**src/design/assert_macros.svh**
```systemverilog
// Assertion helpers for the RTL modules; included by the scan unit.
`ifndef ASSERT_MACROS_SVH
`define ASSERT_MACROS_SVH

// The property must hold at every rising clock edge outside reset.
`define ASSERT_ALWAYS(lbl, clk, rst, prop, msg) \
   lbl: assert property (@(posedge clk) disable iff (rst) (prop)) else $error(msg);

// The expression must never be true outside reset.
`define ASSERT_NEVER(lbl, clk, rst, expr, msg) \
   `ASSERT_ALWAYS(lbl, clk, rst, !(expr), msg)

`endif

```
**src/design/lisc_pkg.sv**
```systemverilog
package lisc_pkg;

   // Default storage depth in elements.
   localparam int MAX_ITEMS_DEF = 1024;

   // Fixed widths of the transaction fields.
   localparam int VALUE_W   = 32;
   localparam int LEN_OUT_W = 11;
   localparam int IDX_OUT_W = 10;

   typedef logic signed [VALUE_W-1:0] value_type;
   typedef logic [LEN_OUT_W-1:0]      len_out_type;
   typedef logic [IDX_OUT_W-1:0]      idx_out_type;

   // One finished result as handed from the scan unit to the output register.
   typedef struct packed {
      len_out_type length_here;
      len_out_type best_length;
      idx_out_type best_end;
      logic        overflow;
      logic        last;
   } result_type;

   // Handoff control between the scan unit and the output register.
   typedef struct packed {
      logic valid;
   } res_ctl_type;

   typedef struct packed {
      logic free;
   } out_ctl_type;

endpackage

```
**src/design/lisc_scan.sv**
```systemverilog
`include "assert_macros.svh"

module lisc_scan #(
   parameter int MAX_ITEMS = lisc_pkg::MAX_ITEMS_DEF
) (
   input  logic                            clock,
   input  logic                            reset,
   input  logic                            req_valid,
   output logic                            req_stall,
   input  lisc_pkg::value_type             req_value,
   input  logic                            req_last,
   output logic                            rd_en,
   output logic [$clog2(MAX_ITEMS)-1:0]    rd_addr,
   input  lisc_pkg::value_type             rd_value,
   input  logic [$clog2(MAX_ITEMS+1)-1:0]  rd_length,
   output logic                            wr_en,
   output logic [$clog2(MAX_ITEMS)-1:0]    wr_addr,
   output lisc_pkg::value_type             wr_value,
   output logic [$clog2(MAX_ITEMS+1)-1:0]  wr_length,
   input  lisc_pkg::out_ctl_type           out_ctl,
   output lisc_pkg::res_ctl_type           res_ctl,
   output lisc_pkg::result_type            res
);

   localparam int LEN_W = $clog2(MAX_ITEMS+1);
   localparam int IDX_W = $clog2(MAX_ITEMS);

   typedef enum logic [2:0] {
      ST_IDLE = 3'b001,
      ST_SCAN = 3'b010,
      ST_DONE = 3'b100
   } scan_state_type;

   scan_state_type      state_ff, state_in;
   logic [LEN_W-1:0]    count_ff, count_in;
   logic [LEN_W-1:0]    best_len_ff, best_len_in;
   logic [IDX_W-1:0]    best_idx_ff, best_idx_in;
   logic [LEN_W-1:0]    rd_idx_ff, rd_idx_in;
   logic                pend_ff, pend_in;
   logic [LEN_W-1:0]    here_ff, here_in;
   lisc_pkg::value_type value_ff, value_in;
   logic                last_ff, last_in;
   logic                drop_ff, drop_in;

   logic [LEN_W-1:0]    best_len_new;
   logic [IDX_W-1:0]    best_idx_new;
   logic [LEN_W-1:0]    cand_len;

   assign req_stall = (state_ff != ST_IDLE);
   assign rd_addr   = rd_idx_ff[IDX_W-1:0];
   assign wr_addr   = count_ff[IDX_W-1:0];
   assign wr_value  = value_ff;
   assign wr_length = here_ff;
   assign cand_len  = rd_length + LEN_W'(1);

   // Best length and its index after this element, before any end-of-sequence clear.
   always_comb begin
      best_len_new = best_len_ff;
      best_idx_new = best_idx_ff;
      if (!drop_ff && (here_ff > best_len_ff)) begin
         best_len_new = here_ff;
         best_idx_new = count_ff[IDX_W-1:0];
      end
   end

   // Sequencer: accept, scan stored entries one read per cycle, then commit.
   always_comb begin
      state_in    = state_ff;
      count_in    = count_ff;
      best_len_in = best_len_ff;
      best_idx_in = best_idx_ff;
      rd_idx_in   = rd_idx_ff;
      pend_in     = pend_ff;
      here_in     = here_ff;
      value_in    = value_ff;
      last_in     = last_ff;
      drop_in     = drop_ff;
      rd_en       = 1'b0;
      wr_en       = 1'b0;
      res_ctl     = '0;

      unique case (state_ff)
         ST_IDLE: begin
            if (req_valid) begin
               value_in  = req_value;
               last_in   = req_last;
               drop_in   = (count_ff == LEN_W'(MAX_ITEMS));
               here_in   = LEN_W'(1);
               rd_idx_in = '0;
               pend_in   = 1'b0;
               state_in  = (count_ff == LEN_W'(MAX_ITEMS)) ? ST_DONE : ST_SCAN;
            end
         end
         ST_SCAN: begin
            pend_in = 1'b0;
            if (rd_idx_ff < count_ff) begin
               rd_en     = 1'b1;
               rd_idx_in = rd_idx_ff + LEN_W'(1);
               pend_in   = 1'b1;
            end
            // Fold in the entry whose read data arrived this cycle.
            if (pend_ff && (rd_value < value_ff) && (cand_len > here_ff)) begin
               here_in = cand_len;
            end
            if (!pend_ff && (rd_idx_ff == count_ff)) begin
               state_in = ST_DONE;
            end
         end
         ST_DONE: begin
            if (out_ctl.free) begin
               res_ctl.valid = 1'b1;
               state_in      = ST_IDLE;
               if (!drop_ff) begin
                  wr_en    = 1'b1;
                  count_in = count_ff + LEN_W'(1);
               end
               best_len_in = best_len_new;
               best_idx_in = best_idx_new;
               if (last_ff) begin
                  count_in    = '0;
                  best_len_in = '0;
                  best_idx_in = '0;
               end
            end
         end
         default: begin
            state_in = ST_IDLE;
         end
      endcase
   end

   // Result of the current transaction.
   always_comb begin
      res.length_here = drop_ff ? '0 : lisc_pkg::len_out_type'(here_ff);
      res.best_length = lisc_pkg::len_out_type'(best_len_new);
      res.best_end    = lisc_pkg::idx_out_type'(best_idx_new);
      res.overflow    = drop_ff;
      res.last        = last_ff;
   end

   // Control state.
   always_ff @(posedge clock) begin
      if (reset) begin
         state_ff    <= ST_IDLE;
         count_ff    <= '0;
         best_len_ff <= '0;
         best_idx_ff <= '0;
         pend_ff     <= 1'b0;
      end else begin
         state_ff    <= state_in;
         count_ff    <= count_in;
         best_len_ff <= best_len_in;
         best_idx_ff <= best_idx_in;
         pend_ff     <= pend_in;
      end
   end

   // Working registers of the transaction in flight.
   always_ff @(posedge clock) begin
      rd_idx_ff <= rd_idx_in;
      here_ff   <= here_in;
      value_ff  <= value_in;
      last_ff   <= last_in;
      drop_ff   <= drop_in;
   end

   `ASSERT_ALWAYS(a_count_bound, clock, reset, count_ff <= LEN_W'(MAX_ITEMS), "Element count exceeds capacity.")
   `ASSERT_ALWAYS(a_best_bound, clock, reset, best_len_ff <= count_ff, "Best length exceeds element count.")
   `ASSERT_NEVER(a_read_range, clock, reset, rd_en && (rd_idx_ff >= count_ff), "Read beyond stored elements.")
   `ASSERT_ALWAYS(a_last_clears, clock, reset, (res_ctl.valid && last_ff) |=> (count_ff == '0 && best_len_ff == '0), "Sequence state not cleared after last.")

endmodule

```
**config.mk**
```make
export PLATFORM = sky130hd
export DESIGN_NAME = lisc_scan
export DESIGN_NICKNAME = d
export VERILOG_FILES = /design/src/design/lisc_pkg.sv /design/src/design/lisc_scan.sv
export VERILOG_INCLUDE_DIRS = /design/src /design/src/design
export SDC_FILE = /design/constraint.sdc
export NUM_CORES = 1
export LEC_CHECK = 0
export BUFFER_PORTS_ARGS = -buffer_cell sky130_fd_sc_hd__buf_2
export CAP_MARGIN = 20
export CORE_MARGIN = 5
export CORE_UTILIZATION = 47
export DETAILED_ROUTE_END_ITERATION = 12
export PLACE_DENSITY = 0.83
export SLEW_MARGIN = 20
export SYNTH_ARGS = -nofsm -noshare
export SYNTH_HDL_FRONTEND = slang
export SYNTH_SLANG_ARGS = --single-unit
```
**constraint.sdc**
```tcl
create_clock -name clock -period 2.8 [get_ports clock]
set_clock_uncertainty 0.2 [all_clocks]
set_input_delay 0.28 -clock clock [delete_from_list [all_inputs] [get_ports clock]]
set_output_delay 0.28 -clock clock [all_outputs]
set_load 0.02 [all_outputs]
```
# == Word level (Yosys, flattened, before mapping) ==
# Index checks and enable logic that the tools add are counted.
# classes
n_addsub,3
magnitude_cmp,4
n_eq_ne,12
mux,27
n_reduce_logical,14
# ops
operator,n
2-to-1 mux 11 bit,9
case mux 11 bit (2 select lines),2
adder 11 x 1 -> 11 bit (second input constant),3
less-than comparator 32 bit,1
greater-than comparator 11 bit,2
2-to-1 mux 10 bit,2
2-to-1 mux 3 bit,4
inequality test 2 bit (second input constant),6
AND reduction 3 bit,4
equality test 11 bit,1
equality test 11 bit (second input constant),1
less-than comparator 11 bit,1
case mux 3 bit (3 select lines),1
2-to-1 mux 1 bit,8
AND reduction 2 bit,3
logical AND 1 bit,4
equality test 3 x 1 -> 1 bit (second input constant),1
equality test 3 x 2 -> 1 bit (second input constant),1
equality test 3 bit (second input constant),1
inequality test 3 x 1 -> 1 bit (second input constant),1
zero test 1 bit,2
case mux 1 bit (2 select lines),1
nonzero test 2 bit,1
# word_totals
regBits,92
inputBits,80
out_inout_bits,101
word_cells,70

# == Longest topological paths before layout ==
# Gate-level depths: netlist of the first run.
# depth
word_depth,5
ltp_mapped,12
mapped_depth_nobuf,12

# == Worst setup path before layout of the first run ==
# OpenSTA, ideal clock, no wires.
# synth_timing
path_type,input -> register
startpoint,input port rd_length[2]
endpoint,"register here_ff[0], in the netlist wr_length[0] (enable)"
setup_ps,336
arrival_time_ps,2474
required_ps,2264
path_slack_ps,-210
path_stages,12
path_buffers,0
cell_sequence,nand3_1 -> nor2_1 -> nand2_1 -> nor3_1 -> xor2_1 -> ha_1 -> nand2_1 -> nor2_1 -> a211oi_1 -> or4b_1 -> a31oi_1 -> o21ai_1
# synth_between
elab_chain_len,5
# synth_rtl
element,line_no,source
from (decl),lisc_scan.sv:15,"input logic [$clog2(MAX_ITEMS+1)-1:0] rd_length,"
adder 11 x 1 -> 11 bit,lisc_scan.sv:54,assign cand_len = rd_length + LEN_W'(1);
named net cand_len[10],lisc_scan.sv:47,logic [LEN_W-1:0] cand_len;
greater-than comparator 11 bit,lisc_scan.sv:102,if (pend_ff && (rd_value < value_ff) && (cand_len > here_ff)) begin
logical AND 1 bit,lisc_scan.sv:102,
inequality test 2 bit (no source line),n/a,
AND reduction 3 bit (no source line),n/a,
to (signal assigned),lisc_scan.sv:161,here_ff <= here_in;
to (decl),lisc_scan.sv:40,"logic [LEN_W-1:0] here_ff, here_in;"
# The timed path passes the listed nets, and every way through them passes these cells.
# A chain may end at the register's enable or synchronous reset.

==> flow_metrics.tcl, run 1 <==
set metrics [dict create \
    outcome "finished, violations left" \
    dieWidth_um 121 \
    clock-sinks 92 \
    synth_top_area_frac 0.292 \
    worst-slew-pin-transition_ns 0.779 \
    insertion_delay_ns 0.34 \
    final.min_clock_period_ns 2.96 \
    worst_hold_path_type "in2reg" \
    buffer_ports.inserted 180 \
    final_layout_size_suffix_gt1_frac 0.370 \
    antenna_found_initial 0 \
    grt_setup_unrepaired "yes" \
    drt_total_wl_um 16200 \
    tritoncts.num_buffers 9 \
    first_global_vias 5000 \
    core_region_area_um2 12000 \
    postLayoutCoreUtil 0.664 \
    synth_seq_cells 92 \
    endpoint_kind "output pin" \
    setup_viol 31 \
    achievable-frequency_mhz 338 \
    max-slew-margin-rel 0.478 \
    final_cell_mix "154 x sky130_fd_sc_hd__buf_2, 69 x sky130_fd_sc_hd__inv_1, 64 x sky130_fd_sc_hd__ha_1" \
    route.vias.total 5080 \
    synth_area_per_cell_um2 10.4 \
    remaining_drc_errors 0 \
    global_route_usage_over_all_layers 0.205 \
    finalHoldViolations 0 \
    synth_async_sr_flop_share 0 \
    max_rail_drop_vdd_v 0.000251 \
    detailedRoute.firstPassIterationCount 5 \
    dr.first_iter.drc_count 290 \
    die-area_um2 14600 \
    cts_tree "done" \
    synth_fp_nets 703 \
    layout_commonest_cell "sky130_fd_sc_hd__buf_2" \
    critical-path-max-stage-delay_ns 0.45 \
    diodes 0 \
    routed_via_density 5.38 \
    ys_top_cells_by_area "sky130_fd_sc_hd__edfxtp_1 29%, sky130_fd_sc_hd__ha_1 15%, sky130_fd_sc_hd__dfxtp_1 13%, sky130_fd_sc_hd__inv_1 4.7%, sky130_fd_sc_hd__a22o_1 3.2%" \
    drt.antenna.violating_nets 0 \
    critical_path_required_time_ns 2.32 \
    cts.path.max_buffers 2 \
    finalWorstSetupSlack_ns -0.155 \
    crit_fanout 5 \
    area.growth.synth_to_final_pct 38.6 \
    grt_first_pass_wirelength_um 24000 \
    cts.clk_slew.worst_paths_ns 0.06 \
    p_leak_nw 3.73 \
    netlist_area_um2 5750 \
    critical_path_arrival_ns 2.48 \
    floorplan.io_pins 181 \
    grt_overflow_total 0 \
    violated_checks "negative setup slack" \
    clock_tree.root_cell "sky130_fd_sc_hd__clkbuf_16" \
    worst_path_max_delay_cell "sky130_fd_sc_hd__edfxtp_1" \
    seq_area_frac_synth 0.418 \
    finish.net_count 941 \
    path_cells "ha_4 -> a21o_1 -> a21oi_4 -> nand4b_4 -> nand3_4 -> clkbuf_16 -> mux2_4 -> buf_6" \
    syn-instance-count 555 \
    die_height_um 121 \
    detailedPlace.worstSlack_ns -0.315 \
    drv.max_cap_violation_count 0 \
    yosys_most_used_dff "sky130_fd_sc_hd__edfxtp_1" \
    routedWlPerCell_um 17.2 \
    start_util 0.479 \
    netlist.top_cell.by_area "sky130_fd_sc_hd__edfxtp_1" \
    grt_max_degree 36 \
    placement_rows 40 \
    min_period_over_period 1.06 \
    power_density_over_cell_area_nw_per_um2 449 \
    gp_congestion 0.867 \
    critPathLaunchType "register" \
    report.final.slew_viol_count 0 \
    synth_edf_count 56 \
    post-dp-hpwl_um 11100 \
    synth_warnings 0 \
    timing_worst_setup_path_type "reg2out" \
    netlist-cell-type-count 59 \
    cts_htree_levels 3 \
]
==> cell type report <==
cell class | instances | area, µm²
Clock buffer | 11 | 233
Clock inverter | 5 | 53.8
Fill cell | 875 | 4040
Inverter | 73 | 274
Multi-Input combinational cell | 355 | 3010
Sequential cell | 92 | 2400
Tap cell | 147 | 184
Timing Repair Buffer | 262 | 1810
==> logic make-up (layout without fill, tap and decap cells) <==
| logic type | count (synthesis) | in the layout | share of synthesized area |
|---|---|---|---|
| buffers and inverters | 109 | 351 | 0.0961 |
| AO/OA/AOI/OAI | 89 | 89 | 0.111 |
| multiplexers | 22 | 22 | 0.0472 |
| AND/OR/NAND/NOR | 149 | 150 | 0.141 |
| adder cells (fa/ha/maj) | 68 | 68 | 0.148 |
| flip-flops | 92 | 92 | 0.418 |
| XOR/XNOR | 26 | 26 | 0.0396 |
==> path summary, 6_finish.rpt <==
| check | from | endpoint | slack (ns) | cells past startpoint |
|---|---|---|---|---|
| hold reg to reg | best_idx_ff[3]$_SDFFE_PP0P_ | best_idx_ff[3]$_SDFFE_PP0P_ | 0.28 | 1 |
| setup / recovery | wr_length[9]$_SDFFCE_PN0P_ | res[5] | -0.16 | 8 |
| hold / removal | req_valid | state_ff[2]$_SDFFE_PP0P_ | 0.06 | 3 |
| setup reg to reg | wr_length[1]$_SDFFCE_PN0P_ | wr_length[2]$_SDFFCE_PN0P_ | -0.03 | 11 |
==> synthesized netlist by cell type, drive strengths merged, types with 16 or more instances <==
| cell type | n |
|---|---|
| buf | 29 |
| edfxtp | 56 |
| dfxtp | 36 |
| nor2 | 49 |
| o21ai | 16 |
| ha | 68 |
| inv | 73 |
| xnor2 | 18 |
| nand2 | 23 |
| nand3 | 21 |
| a21oi | 21 |
| a22o | 21 |
==> where the power goes <==
part           switching [mW]  internal [mW]
Sequential             0.0485           1.51
Combinational           0.453          0.385
Clock                   0.495          0.688
==> worst max-delay path: cells and delay by family (launching register included) <==
| family | cells | cell delay (ns) |
|---|---|---|
| compound gates | 2 | 0.44 |
| flops | 1 | 0.45 |
| mux | 1 | 0.31 |
| simple gates | 2 | 0.35 |
| fa+ha+maj | 1 | 0.28 |
| buf+inv | 2 | 0.31 |
==> timing repair <==
item | CTS | global route
gates resized for setup | 34 | 45
setup endpoints to repair | 53 | 43
buffers inserted | 7 | 10
cloned | 1 | 3
pin swaps | 3 | 19
hold buffers | 33 | 0
hold endpoints to repair | 33 | 0
==> flip-flops by register name, summed over array words and instances (netlist names) <==
signal and cells:
best_len_ff 11, state_ff 3, count_ff 11, wr_value 32
last_ff 1, best_idx_ff 10, drop_ff 1, pend_ff 1
wr_length 11, rd_idx_ff 11
==> through the flow <==
step / cells / setup TNS [ns] / hold WS (ns) / cell area (µm²) / power [mW]
2_1_floorplan: 555 / 0 / 0.179 / 5770 / 2.02
3_3_place_gp: 875 / -2.47 / 0.256 / 6820 / 2.24
3_5_place_dp: 875 / -3.49 / 0.258 / 6820 / 2.26
4_1_cts: 932 / -0.902 / 0.0391 / 7650 / 3.51
5_1_grt: 945 / -5.35 / 0.0603 / 7970 / 3.75
6_report: 945 / -2.37 / 0.0561 / 7970 / 3.58
==> layer usage <==
metal,GRT usage,part of all wire
met3,0.0332,0.065
met5,0,0
met1,0.251,0.40
met4,0.0850,0.028
met2,0.360,0.50
No activity file was read; power rests on OpenSTA's default activity.
==> run 2, diff against run 1 <==
CELL_PAD_IN_SITES_DETAIL_PLACEMENT = 0   (was default)
CELL_PAD_IN_SITES_GLOBAL_PLACEMENT = 1   (was default)
CORE_UTILIZATION = 35   (was 47)
PLACE_DENSITY = 0.82   (was 0.83)
==> flow_metrics.tcl, run 2 (synthesized netlist as in run 1, its figures left out) <==
set metrics [dict create \
    insertion_delay_ns 0.35 \
    report.final.slew_viol_count 0 \
    worstRegToRegCells 8 \
    postLayoutCoreUtil 0.504 \
    cts.path.max_buffers 2 \
    final_layout_size_suffix_gt1_frac 0.378 \
    min_period_over_period 1.04 \
    power.total_mw 3.61 \
    outcome "finished, violations left" \
    endpoint_kind "output pin" \
    placement_rows 46 \
    r2r-end "wr_length[4]$_SDFFCE_PN0P_" \
    first_global_vias 4767 \
    die-area_um2 19100 \
    area.growth.synth_to_final_pct 40.2 \
    post-dp-hpwl_um 12200 \
    grt_first_pass_wirelength_um 25100 \
    diodes 0 \
    p_leak_nw 3.72 \
    hold_ws_ns 0.0541 \
    grt_setup_unrepaired "yes" \
    start_util 0.359 \
    core_region_area_um2 16000 \
    placed_area_um2 6930 \
    critical_path_arrival_ns 2.42 \
    route.vias.total 4811 \
    critPathLaunchType "register" \
    drt_total_wl_um 15800 \
    floorplan.io_pins 181 \
    final_cell_area_um2 8060 \
    largest_register_ffs 32 \
    antenna_found_initial 0 \
    routed_via_density 4.75 \
    drt.antenna.violating_nets 0 \
    worst-slew-pin-transition_ns 0.634 \
    clock_tree.root_cell "sky130_fd_sc_hd__clkbuf_16" \
    final_cell_mix "160 x sky130_fd_sc_hd__buf_2, 69 x sky130_fd_sc_hd__inv_1, 61 x sky130_fd_sc_hd__ha_1" \
    whs_endpoint "state_ff[1]$_SDFFE_PP0P_" \
    global_route_usage_over_all_layers 0.161 \
    grt_overflow_total 0 \
    dr.first_iter.drc_count 253 \
    cts_tree "done" \
    finish.net_count 940 \
    worstHoldPathCells 2 \
    detailedRoute.firstPassIterationCount 4 \
    die_height_um 138 \
    grt_max_degree 36 \
    clock-sinks 92 \
    violated_checks "negative setup slack" \
    setup.worst_path.start "wr_length[1]$_SDFFCE_PN0P_" \
    buffer_ports.inserted 180 \
    finalHoldViolations 0 \
    setup_viol 19 \
    gp_congestion 0.828 \
    max-slew-margin-rel 0.577 \
    reg2reg_from "wr_length[8]$_SDFFCE_PN0P_" \
    critical_path_required_time_ns 2.32 \
    achievable-frequency_mhz 345 \
    finalWorstSetupSlack_ns -0.0984 \
    max_rail_drop_vdd_v 0.000268 \
    routedWlPerCell_um 15.6 \
    fin_tns_setup_ns -1.22 \
    cts_htree_levels 3 \
    layout_commonest_cell "sky130_fd_sc_hd__buf_2" \
    power_density_over_cell_area_nw_per_um2 448 \
    tritoncts.num_buffers 9 \
    hold_start "reset" \
    dieWidth_um 138 \
    r2r_slack_ns 0.12 \
    drv.max_cap_violation_count 0 \
    worst_hold_path_type "in2reg" \
    timing_worst_setup_path_type "reg2out" \
    cts.clk_slew.worst_paths_ns 0.07 \
    remaining_drc_errors 0 \
    crit_fanout 10 \
    final.min_clock_period_ns 2.90 \
]
[run 2: cell count changes in the layout (fill, tap and decap cells not counted), moves of 2 or more]
cell,delta
sky130_fd_sc_hd__inv_4,+2
sky130_fd_sc_hd__ha_1,-3
sky130_fd_sc_hd__mux2i_1,-2
sky130_fd_sc_hd__buf_2,+6
sky130_fd_sc_hd__buf_4,-3
sky130_fd_sc_hd__clkinvlp_4,-2
sky130_fd_sc_hd__clkinv_4,+2
sky130_fd_sc_hd__clkbuf_1,-2
sky130_fd_sc_hd__ha_4,+3
sky130_fd_sc_hd__clkbuf_8,+2
[run 2: worst max path at each step]
stage | slack [ns] | endpoint
floorplan | 0.01 | wr_length[0]$_SDFFCE_PN1P_
global placement | -0.23 | wr_length[5]$_SDFFCE_PN0P_
detailed placement | -0.29 | wr_length[3]$_SDFFCE_PN0P_
CTS | -0.11 | res[12]
global route | -0.20 | res[17]
finish | -0.1 | res[10]
[run 2: layout make-up]
type                            instances  area [µm²]
Fill cell                            1481        7940
Multi-Input combinational cell        355        3060
Sequential cell                        92        2400
Timing Repair Buffer                  261        1750
Clock buffer                           12         278
Inverter                               73         277
Tap cell                              216         270
Clock inverter                          4        28.8
[run 2: through the flow]
step           std cells  worst slack (ns)
4_1_cts             1004            -0.113
3_5_place_dp         947            -0.292
2_1_floorplan        555            0.0118
6_report            1013           -0.0984
3_3_place_gp         946            -0.233
5_1_grt             1013            -0.198
[run 2: routing by layer]
| layer | global-route usage | up-vias | wire, µm |
|---|---|---|---|
| met1 | 0.209 | 2219 | 7200 |
| li1 | - | 2407 | - |
| met4 | 0.0551 | 0 | 310 |
| met2 | 0.265 | 164 | 7450 |
| met5 | 0 | - | 0 |
| met3 | 0.0390 | 21 | 882 |
[run 2: power breakdown]
part           internal, mW  switching, mW
combinational         0.375          0.439
clock                 0.707          0.527
sequential             1.51         0.0485
total                  2.59           1.01
[run 2: worst max-delay path: stages, from the launching register on]
cell	delay (ns)
sky130_fd_sc_hd__edfxtp_1	0.44
sky130_fd_sc_hd__ha_4	0.25
sky130_fd_sc_hd__nor2b_4	0.12
sky130_fd_sc_hd__o21a_1	0.17
sky130_fd_sc_hd__o21ai_2	0.20
sky130_fd_sc_hd__nand4b_4	0.15
sky130_fd_sc_hd__nand3_4	0.14
sky130_fd_sc_hd__buf_12	0.16
sky130_fd_sc_hd__mux2_4	0.29
sky130_fd_sc_hd__buf_2	0.16
[run 2: what timing repair did]
| action | 4_1_cts | 5_1_grt |
|---|---|---|
| endpoints found under the hold margin | 33 | 0 |
| pin swaps | 4 | 16 |
| hold buffers | 33 | 0 |
| gates resized for setup | 45 | 30 |
| gates cloned | 0 | 2 |
| buffers inserted | 8 | 8 |
| endpoints found under the setup margin | 33 | 44 |
==> run 3, diff against run 2 <==
--- a/config.mk
+++ b/config.mk
@@ -12,3 +12,3 @@
 export CELL_PAD_IN_SITES_GLOBAL_PLACEMENT = 1
-export CORE_MARGIN = 5
+export CORE_ASPECT_RATIO = 0.7
 export CORE_UTILIZATION = 35
--- a/constraint.sdc
+++ b/constraint.sdc
@@ -4,2 +4,2 @@
 set_output_delay 0.28 -clock clock [all_outputs]
-set_load 0.02 [all_outputs]
+set_load 0.005 [all_outputs]
==> flow_metrics.tcl, run 3 (synthesized netlist as in run 1, its figures left out) <==
set metrics [dict create \
    inst_count_dp 959 \
    grt_first_pass_wirelength_um 23400 \
    final_layout_size_suffix_gt1_frac 0.367 \
    clock_tree.root_cell "sky130_fd_sc_hd__clkbuf_16" \
    min_period_over_period 1.03 \
    diodes 0 \
    worst-slew-pin-transition_ns 0.735 \
    power_density_over_cell_area_nw_per_um2 432 \
    area.growth.synth_to_final_pct 38.2 \
    insertion_delay_ns 0.34 \
    globalRoute.busiestLayer "met2" \
    layout_commonest_cell "sky130_fd_sc_hd__buf_2" \
    setup_viol 16 \
    finalWorstSetupSlack_ns -0.0860 \
    hold_start "req_valid" \
    detailedRoute.firstPassIterationCount 4 \
    dieWidth_um 155 \
    critical-path-max-stage-delay_ns 0.41 \
    groute.layer.met1.usage 0.252 \
    drt_total_wl_um 15700 \
    grt_setup_unrepaired "yes" \
    floorplan.io_pins 181 \
    grt_max_degree 36 \
    die-area_um2 17000 \
    critPathLaunchType "register" \
    r2r_slack_ns 0.01 \
    drv.max_cap_violation_count 0 \
    cts.clk_slew.worst_paths_ns 0.06 \
    worst_path_max_delay_cell "sky130_fd_sc_hd__edfxtp_1" \
    max-slew-margin-rel 0.509 \
    report.final.slew_viol_count 0 \
    worst_hold_path_type "in2reg" \
    setup.worst_path.start "wr_length[1]$_SDFFCE_PN0P_" \
    cp_num_cells 9 \
    met2_track_utilization_from_global_routing 0.278 \
    route.vias.total 4805 \
    postLayoutCoreUtil 0.504 \
    timing_worst_setup_path_type "reg2out" \
    path_cells "ha_1 -> nor2b_1 -> o21a_1 -> o21ai_2 -> nand4b_4 -> nand3_4 -> buf_12 -> mux2_4 -> buf_2" \
    stdcell_count 1022 \
    die_height_um 109 \
    reg2reg_from "wr_length[9]$_SDFFCE_PN0P_" \
    endpoint_kind "output pin" \
    global_route_usage_over_all_layers 0.181 \
    max_rail_drop_vdd_v 0.000242 \
    tritoncts.num_buffers 9 \
    first_global_vias 4534 \
    critical_path_required_time_ns 2.32 \
    grt_overflow_total 0 \
    final_cell_mix "168 x sky130_fd_sc_hd__buf_2, 69 x sky130_fd_sc_hd__inv_1, 66 x sky130_fd_sc_hd__ha_1" \
    detailedPlace.worstSlack_ns -0.312 \
    p_leak_nw 3.72 \
    largest_register_ffs 32 \
    post-dp-hpwl_um 11900 \
    gr-usage-met3 0.0405 \
    critical_path_arrival_ns 2.41 \
    finish.net_count 945 \
    outcome "finished, violations left" \
    cts.path.max_buffers 2 \
    core_region_area_um2 15800 \
    cts_htree_levels 3 \
    cts_tree "done" \
    buffer_ports.inserted 180 \
    drt.antenna.violating_nets 0 \
    n_fill_cell 1460 \
    critical-path-top-delay-family "flip-flops" \
    placement_rows 38 \
    crit_fanout 9 \
    worstRegToRegCells 9 \
    start_util 0.364 \
    routed_via_density 4.70 \
    cp-endpoint "res[12]" \
    finalHoldViolations 0 \
    final.min_clock_period_ns 2.89 \
    power.total_mw 3.44 \
    worstPathBufferInverterCount 2 \
    achievable-frequency_mhz 347 \
    routedWlPerCell_um 15.3 \
    dr.first_iter.drc_count 208 \
    clock-sinks 92 \
    gp_congestion 0.812 \
    r2r-end "wr_length[8]$_SDFFCE_PN0P_" \
    antenna_found_initial 0 \
    remaining_drc_errors 0 \
    violated_checks "negative setup slack" \
]
run 3: cell types whose count changed in the layout (fill, tap and decap cells not counted), sizes merged:
cell	delta
clkbuf	-1
inv	-1
buf	+6
clkinv	+1
run 3: final cells by class:
type | instances | area [µm²] | area share
timing repair buffer | 266 | 1750 | 0.220
clock inverter | 4 | 23.8 | 0.00299
tap | 220 | 275 | 0.0346
clock buffer | 12 | 258 | 0.0324
sequential | 92 | 2400 | 0.302
inverter | 73 | 274 | 0.0345
multi-input combinational | 355 | 2970 | 0.374
run 3: routing by layer:
layer	up-vias	part of all wire
li1	2419	-
met1	2230	0.49
met2	144	0.44
met3	12	0.067
met4	0	0.0098
met5	-	0
run 3: worst min path at each step:
stage / endpoint / slack [ns] / cells past startpoint
floorplan: last_ff$_DFFE_PP_ / 0.18 / 0
global placement: wr_value[14]$_DFFE_PP_ / 0.26 / 1
detailed placement: wr_value[28]$_DFFE_PP_ / 0.26 / 1
CTS: state_ff[2]$_SDFFE_PP0P_ / 0.03 / 3
global route: state_ff[2]$_SDFFE_PP0P_ / 0.06 / 3
finish: state_ff[2]$_SDFFE_PP0P_ / 0.05 / 3
run 3: power breakdown:
group	total, mW	switching (mW)	internal [mW]
registers	1.56	0.0485	1.51
logic	0.706	0.348	0.358
clock network	1.17	0.517	0.654
run 3: tightest hold or removal path: cells and delay by family:
| kind | cells | cell delay (ns) |
|---|---|---|
| and+or+nand+nor | 2 | 0.16 |
| buffers and inverters | 1 | 0.11 |
run 3: through the flow:
stage	hold slack [ns]	instance area (µm²)	TNS (ns)
6_report	0.0536	7950	-1.11
5_1_grt	0.0566	7950	-3.46
4_1_cts	0.0276	7790	-1.42
3_5_place_dp	0.258	6990	-3.43
3_3_place_gp	0.257	6990	-2.43
2_1_floorplan	0.179	5770	0
run 3: repair_timing:
item | 4_1_cts | 5_1_grt
resized for setup | 17 | 28
hold endpoints to repair | 33 | 0
setup endpoints to repair | 32 | 44
hold buffers | 33 | 0
setup buffers | 8 | 5
pin swaps | 3 | 13
cloned | 1 | 0
